`src/rtl/core/sorted_insert_priority_queue_assert.svh`:
```
// assertion macros used by the queue top level
`ifndef SORTED_INSERT_PRIORITY_QUEUE_ASSERT_SVH
`define SORTED_INSERT_PRIORITY_QUEUE_ASSERT_SVH

// property that must hold at every clock edge out of reset
`define SIQ_ASSERT_HOLDS(label, prop, msg) \
    label: assert property (@(posedge i_clk) disable iff (!i_rst_n) (prop)) \
        else $error(msg);

// same-cycle implication
`define SIQ_ASSERT_IMPL(label, ante, cons, msg) \
    label: assert property (@(posedge i_clk) disable iff (!i_rst_n) (ante) |-> (cons)) \
        else $error(msg);

// next-cycle implication
`define SIQ_ASSERT_NEXT(label, ante, cons, msg) \
    label: assert property (@(posedge i_clk) disable iff (!i_rst_n) (ante) |=> (cons)) \
        else $error(msg);

`endif

```
`src/rtl/core/siq_pkg.sv`:
```
`timescale 1ns / 1ps

package siq_pkg;

    localparam int VALUE_W  = 32;
    localparam int STATUS_W = 2;
    localparam int FILL_W   = 5;

    typedef logic signed [VALUE_W-1:0] t_value;
    typedef logic [STATUS_W-1:0]       t_status;
    typedef logic [FILL_W-1:0]         t_fill;

    localparam logic OP_INSERT = 1'b0;
    localparam logic OP_REMOVE = 1'b1;

    localparam t_status STATUS_OK    = 2'd0;
    localparam t_status STATUS_EMPTY = 2'd1;
    localparam t_status STATUS_FULL  = 2'd2;

    // broadcast to every cell
    typedef struct packed {
        logic   ins;
        logic   rem;
        t_value key;
    } t_cell_ctl;

    // what a cell shows its neighbors
    typedef struct packed {
        logic   valid;
        logic   lt;
        t_value value;
    } t_cell_link;

endpackage

```
`src/rtl/core/siq_cell.sv`:
```
`timescale 1ns / 1ps

module siq_cell (
    input  logic                 i_clk,
    input  logic                 i_rst_n,
    input  siq_pkg::t_cell_ctl   i_ctl,
    input  siq_pkg::t_cell_link  i_left,
    input  siq_pkg::t_cell_link  i_right,
    output siq_pkg::t_cell_link  o_link
);
    import siq_pkg::*;

    logic   r_valid;
    logic   n_valid;
    t_value r_value;
    t_value n_value;
    logic   w_lt;

    // held value sorts strictly ahead of the new key
    assign w_lt = r_valid && (r_value < i_ctl.key);

    always_comb begin
        n_valid = r_valid;
        n_value = r_value;
        if (i_ctl.ins) begin
            n_valid = r_valid | i_left.valid;
            if (w_lt) begin
                n_value = r_value;
            end else if (i_left.lt) begin
                n_value = i_ctl.key;
            end else begin
                n_value = i_left.value;
            end
        end else if (i_ctl.rem) begin
            n_valid = i_right.valid;
            n_value = i_right.value;
        end
    end

    always_ff @(posedge i_clk) begin
        if (!i_rst_n) begin
            r_valid <= 1'b0;
        end else begin
            r_valid <= n_valid;
        end
    end

    // payload needs no reset
    always_ff @(posedge i_clk) begin
        r_value <= n_value;
    end

    assign o_link = '{valid: r_valid, lt: w_lt, value: r_value};

endmodule

```
`src/rtl/core/sorted_insert_priority_queue.sv`:
```
`timescale 1ns / 1ps

// channel   direction  ports                                   transfer
// command   in         start, busy, i_op, i_value              start && !busy
// result    out        o_valid, o_value_out, o_status,         o_valid, one cycle
//                      o_fill_count
//
// one command per clock: busy never rises, every cell compares with the key at once
// the result appears in the cycle after its command is taken and holds for one cycle
// a command every cycle gives a result every cycle
// synchronous active-low reset empties the chain; cell payloads are not cleared
// the receiver has no back-pressure, results are never held

module sorted_insert_priority_queue #(
    parameter int DEPTH = 16
) (
    input  logic              i_clk,
    input  logic              i_rst_n,
    input  logic              start,
    output logic              busy,
    input  logic              i_op,
    input  siq_pkg::t_value   i_value,
    output logic              o_valid,
    output siq_pkg::t_value   o_value_out,
    output siq_pkg::t_status  o_status,
    output siq_pkg::t_fill    o_fill_count
);
    import siq_pkg::*;

    localparam int CW = $clog2(DEPTH + 1);

    // chain of cells, index 0 holds the smallest value
    t_cell_link w_link [DEPTH];
    t_cell_ctl  w_ctl;
    logic       w_accept;
    logic       w_full;
    logic       w_empty;

    logic [CW-1:0] r_count;
    logic [CW-1:0] n_count;

    logic     r_valid;
    t_value   r_value_out;
    t_value   n_value_out;
    t_status  r_status;
    t_status  n_status;

    logic [DEPTH-1:0] w_valid_vec;
    logic [DEPTH-1:0] w_order_ok;

    // assertion helpers
    logic [CW-1:0] w_cells_held;
    logic          w_res_full;
    logic          w_res_empty;
    logic          w_drained;

    // every cell takes its new value at once, so the chain never stalls the sender
    assign busy     = 1'b0;
    assign w_accept = start && !busy;

    // the chain is packed from cell 0 upward
    assign w_full  = w_link[DEPTH-1].valid;
    assign w_empty = !w_link[0].valid;

    // full-store insert and empty-store remove leave the chain untouched
    assign w_ctl.ins = w_accept && (i_op == OP_INSERT) && !w_full;
    assign w_ctl.rem = w_accept && (i_op == OP_REMOVE) && !w_empty;
    assign w_ctl.key = i_value;

    genvar g;
    generate
        for (g = 0; g < DEPTH; g++) begin : g_cell
            t_cell_link w_left;
            t_cell_link w_right;

            if (g == 0) begin : g_head
                // head takes the key whenever it does not keep its own value
                assign w_left = '{valid: 1'b1, lt: 1'b1, value: '0};
            end else begin : g_mid
                assign w_left = w_link[g-1];
            end

            if (g == DEPTH - 1) begin : g_tail
                // tail empties on a remove
                assign w_right = '{valid: 1'b0, lt: 1'b0, value: '0};
            end else begin : g_body
                assign w_right = w_link[g+1];
            end

            siq_cell u_cell (
                .i_clk   (i_clk),
                .i_rst_n (i_rst_n),
                .i_ctl   (w_ctl),
                .i_left  (w_left),
                .i_right (w_right),
                .o_link  (w_link[g])
            );

            assign w_valid_vec[g] = w_link[g].valid;

            // a held value never sorts below its left neighbor
            if (g == 0) begin : g_ord_head
                assign w_order_ok[g] = 1'b1;
            end else begin : g_ord_body
                assign w_order_ok[g] = !w_link[g].valid ||
                                       (w_link[g-1].valid &&
                                        (w_link[g-1].value <= w_link[g].value));
            end
        end
    endgenerate

    // fill count and result for the command being taken
    always_comb begin
        n_count     = r_count;
        n_value_out = '0;
        n_status    = STATUS_OK;
        if (w_ctl.ins) begin
            n_count = CW'(r_count + 1'b1);
        end else if (w_ctl.rem) begin
            n_count     = CW'(r_count - 1'b1);
            n_value_out = w_link[0].value;
        end else if (w_accept && (i_op == OP_INSERT)) begin
            n_status = STATUS_FULL;
        end else if (w_accept) begin
            n_status = STATUS_EMPTY;
        end
    end

    always_ff @(posedge i_clk) begin
        if (!i_rst_n) begin
            r_count <= '0;
            r_valid <= 1'b0;
        end else begin
            r_count <= n_count;
            r_valid <= w_accept;
        end
    end

    always_ff @(posedge i_clk) begin
        r_value_out <= n_value_out;
        r_status    <= n_status;
    end

    assign o_valid      = r_valid;
    assign o_value_out  = r_value_out;
    assign o_status     = r_status;
    assign o_fill_count = FILL_W'(r_count);

    assign w_cells_held = CW'($countones(w_valid_vec));
    assign w_res_full   = o_valid && (o_status == STATUS_FULL);
    assign w_res_empty  = o_valid && (o_status == STATUS_EMPTY);
    assign w_drained    = (r_count == '0) && (o_value_out == '0);

`include "sorted_insert_priority_queue_assert.svh"

    // the counter tracks the occupied cells exactly
    `SIQ_ASSERT_HOLDS(a_count_matches_cells, w_cells_held == r_count, "count and cells disagree")
    // the chain stays sorted ascending and packed from the head
    `SIQ_ASSERT_HOLDS(a_chain_sorted, &w_order_ok, "cell chain out of order or not packed")
    // every taken command gives a result in the next cycle
    `SIQ_ASSERT_NEXT(a_result_follows, w_accept, o_valid, "result missing after command")
    // a dropped insert is reported only with the chain full
    `SIQ_ASSERT_IMPL(a_full_status, w_res_full, r_count == CW'(DEPTH), "full status, free cells")
    // an empty remove leaves the chain empty
    `SIQ_ASSERT_IMPL(a_empty_status, w_res_empty, w_drained, "empty status, cells held")

endmodule

```
`config.mk`:
```
export PLATFORM = sky130hd
export DESIGN_NAME = sorted_insert_priority_queue
export DESIGN_NICKNAME = d
export VERILOG_FILES = /design/src/rtl/core/siq_pkg.sv /design/src/rtl/core/siq_cell.sv /design/src/rtl/core/sorted_insert_priority_queue.sv
export VERILOG_INCLUDE_DIRS = /design/src /design/src/rtl/core
export SDC_FILE = /design/constraint.sdc
export NUM_CORES = 2
export LEC_CHECK = 0
export ABC_AREA = 1
export CORE_MARGIN = 2
export CORE_UTILIZATION = 45
export CTS_CLUSTER_SIZE = 16
export DETAILED_ROUTE_END_ITERATION = 8
export DONT_BUFFER_PORTS = 1
export SYNTH_ARGS = -nofsm -noshare
export SYNTH_HDL_FRONTEND = slang
export SYNTH_SLANG_ARGS = --single-unit
```
`constraint.sdc`:
```
create_clock -name i_clk -period 5.4 [get_ports i_clk]
set_input_delay 0.27 -clock i_clk [delete_from_list [all_inputs] [get_ports i_clk]]
set_output_delay 0.27 -clock i_clk [all_outputs]
set_load 0.03 [all_outputs]
```
==> results.sh <==
export IMPL_synthFlopType="edfxtp_1"
export IMPL_clk_latency_ns=0.63
export IMPL_die_height_um=302
export IMPL_synth_xor_area_frac=0.000219
export IMPL_r2r_cells=12
export IMPL_grt_pass1_vias=31700
export IMPL_first_pass_iters=8
export IMPL_fin_ws_ns=1.79
export IMPL_p_per_area_nw_per_um2=289
export IMPL_crit_type="register to register"
export IMPL_min_delay_start="i_value[31]"
export IMPL_min_period_ns=3.61
export IMPL_holdPathStages=4
export IMPL_row_count=109
export IMPL_synth_fa_ha_area_frac=0.147
export IMPL_worst_slew_pin_slew_ns=1.01
export IMPL_synth_compound_area_frac=0.0498
export IMPL_slew_viol_final=0
export IMPL_yosysSeqAreaShare=0.412
export IMPL_wl_mm=105
export IMPL_drtAntennaViolNets=0
export IMPL_dp_cells=6405
export IMPL_timing_rr_end="g_cell[9].u_cell.r_value[13]$_DFFE_PP_"
export IMPL_clockRootBuffer="clkbuf_16"
export IMPL_clock_sinks=568
export IMPL_pre_cts_ws_ns=1.36
export IMPL_synth_simple_area_share=0.306
export IMPL_via_per_inst=4.92
export IMPL_drive_gt1_frac=0.0330
export IMPL_p_leak_nw=24.1
export IMPL_status="completed"
export IMPL_final_cell_mix="nand2_1 (2766), inv_1 (606), edfxtp_1 (512)"
export IMPL_ir_drop_v=0.000248
export IMPL_placed_cell_area_sq_um=40800
export IMPL_drc=0
export IMPL_holdPathEnd="g_cell[15].u_cell.r_value[31]$_SDFFCE_PN0P_"
export IMPL_antenna_found_initial=0
export IMPL_relSlewSlack=0.327
export IMPL_syn_area_sq_um=40000
export IMPL_antenna_cells=0
export IMPL_cp_start_kind="register"
export IMPL_post_cts_buffers=0
export IMPL_synth_warning_count=0
export IMPL_wire_per_inst_um=16.1
export IMPL_r2r_setup_slack_ns=1.79
export IMPL_final_cell_area_sq_um=43000
export IMPL_gr_total_overflow=0
export IMPL_r2r_start="g_cell[9].u_cell.r_value[31]$_DFFE_PP_"
export IMPL_endpoint_kind="register"
export IMPL_synthArstFlopShare=0
export IMPL_fp_dieW_um=302
export IMPL_fin_crit_sh=0.668
export IMPL_cts_buffers=69
export IMPL_final_common_cell="nand2_1"
export IMPL_area_delta_synth_final_pct=7.33
export IMPL_ioPinCount=77
export IMPL_rsz0062_at_grt="false"
export IMPL_hold_viol=0
export IMPL_final_nets=5821
export IMPL_drtIter0Drc=2277
export IMPL_max_freq_mhz=277
export IMPL_numPortBuffers=0
export IMPL_dp_hpwl_mm=77.8
export IMPL_synth_nets=5901
export IMPL_h_tree_depth=3
export IMPL_maxCapViolCount=0
export IMPL_synthCells=5396
export IMPL_vias=32200
export IMPL_core_area_sq_um=88200
export IMPL_place_gp_congestion=0.861
export IMPL_avgSynthCellArea_sq_um=7.42
export IMPL_setup_violations_final=0
export IMPL_cts_tree="yes"
export IMPL_synth_cell_type_count=36
export IMPL_tns_ns=0
export IMPL_required_ns=5.65
export IMPL_min_path_type="input pin to register"
export IMPL_synth_mux_area_frac=0
export IMPL_fin_cells=6531
export IMPL_arrival_ns=3.85
export IMPL_synth_edff_count=512
export IMPL_ys_ff_latch=568
export IMPL_start_util=0.454
export IMPL_grt_pass1_wl_mm=169
export IMPL_die_area_sq_um=91300
export IMPL_grt_total_usage=0.231
export IMPL_grt_max_degree=185
export IMPL_cts_buffer_depth=3
export IMPL_synth_top_family_by_area="simple AND/OR/NAND/NOR gates"
export IMPL_finClkSkew_ns=0.0373
export IMPL_path_max_fanout=33
export IMPL_clk_pin_slew_ns=0.06
Yosys cell counts, types with 2 or more instances:
cell,number,share of area
dfxtp_1,56,0.028
o211ai_1,7,0.0013
nand3_2,10,0.0025
a31oi_1,6,0.00094
nor3_1,27,0.0034
inv_2,4,0.00038
a21oi_1,249,0.031
o21a_1,12,0.0023
nor2_1,222,0.021
buf_6,27,0.0076
ha_1,468,0.15
nand2_4,7,0.0020
nand3_1,59,0.0074
nand2_2,3,0.00047
edfxtp_1,512,0.38
buf_1,2,0.00019
buf_4,18,0.0034
nand3b_1,4,0.00075
nand2_1,2767,0.26
nand4_1,53,0.0083
inv_1,607,0.057
o21ai_0,106,0.013
buf_2,55,0.0069
clkbuf_1,103,0.0097
metal layers:
layer / share of wire / global-route usage / routed length [um]
met1: 0.48 / 0.317 / 50200
met2: 0.46 / 0.388 / 48200
met3: 0.044 / 0.0275 / 4670
met4: 0.018 / 0.0529 / 1890
met5: 0 / 0 / 0
per-stage QoR:
| step | hold slack, ns | power [mW] | util |
|---|---|---|---|
| floorplan | 0.363 | 7.33 | - |
| global placement | 0.372 | 7.90 | 0.462 |
| detailed placement | 0.379 | 7.96 | 0.462 |
| CTS | 0.185 | 12.5 | 0.487 |
| global route | 0.269 | 13.1 | 0.487 |
| finish | 0.197 | 12.4 | 0.487 |
area by class of cell:
class                           instances  area (sq um)
Fill cell                            8676         45300
Multi-Input combinational cell       4012         20100
Sequential cell                       568         16500
Inverter                              611          2300
Clock buffer                           95          1930
Tap cell                             1165          1460
Timing Repair Buffer                   54           443
Clock inverter                         26           199
where the power goes:
group	switching (mW)	internal, mW	leakage, nW
logic	1.55	0.798	17.8
registers	0.272	5.26	5.30
clock network	1.93	2.59	1.05
sequential cells by signal (all words and copies together), names as in the netlist:
name	count
o_fill_count	5
o_value_out	32
o_status	2
g_cell.u_cell.r_valid	16
g_cell.u_cell.r_value	512
o_valid	1
cell families (layout without fill, tap and decap cells):
family	count (synthesis)	after routing
xor+xnor	1	1
other cells	1	1
buf+inv	816	786
simple gates	3156	3156
fa+ha+maj	469	469
flops	568	568
compound gates	385	385
worst max-delay path by stage:
stage | startpoint | endpoint | slack (ns) | cells past startpoint
floorplan | i_value[31] | g_cell[14].u_cell.r_value[0]$_DFFE_PP_ | 0.70 | 14
global placement | i_value[3] | g_cell[9].u_cell.r_value[27]$_DFFE_PP_ | 1.40 | 17
detailed placement | i_value[25] | g_cell[8].u_cell.r_value[2]$_DFFE_PP_ | 1.36 | 14
CTS | g_cell[9].u_cell.r_value[31]$_DFFE_PP_ | g_cell[9].u_cell.r_value[19]$_DFFE_PP_ | 1.71 | 12
global route | g_cell[9].u_cell.r_value[31]$_DFFE_PP_ | g_cell[9].u_cell.r_value[11]$_DFFE_PP_ | 1.44 | 12
finish | g_cell[9].u_cell.r_value[31]$_DFFE_PP_ | g_cell[9].u_cell.r_value[13]$_DFFE_PP_ | 1.79 | 12
critical path: stages, from the launching register on:
cell and delay (ns):
edfxtp_1 0.41, ha_1 0.39, nand2_1 0.10, nor2_1 0.15
nand4_1 0.21, a21oi_1 0.18, nor2_1 0.07, nand2_1 0.08
nand2_1 0.06, nand3_2 0.45, nand2_2 0.55, nand2_1 0.17
buf_4 0.40
what timing repair did:
item	in CTS	in global routing
hold endpoints to repair	25	0
resized for setup	0	0
hold buffers	5	0
Power figures use the tool's default switching activity.
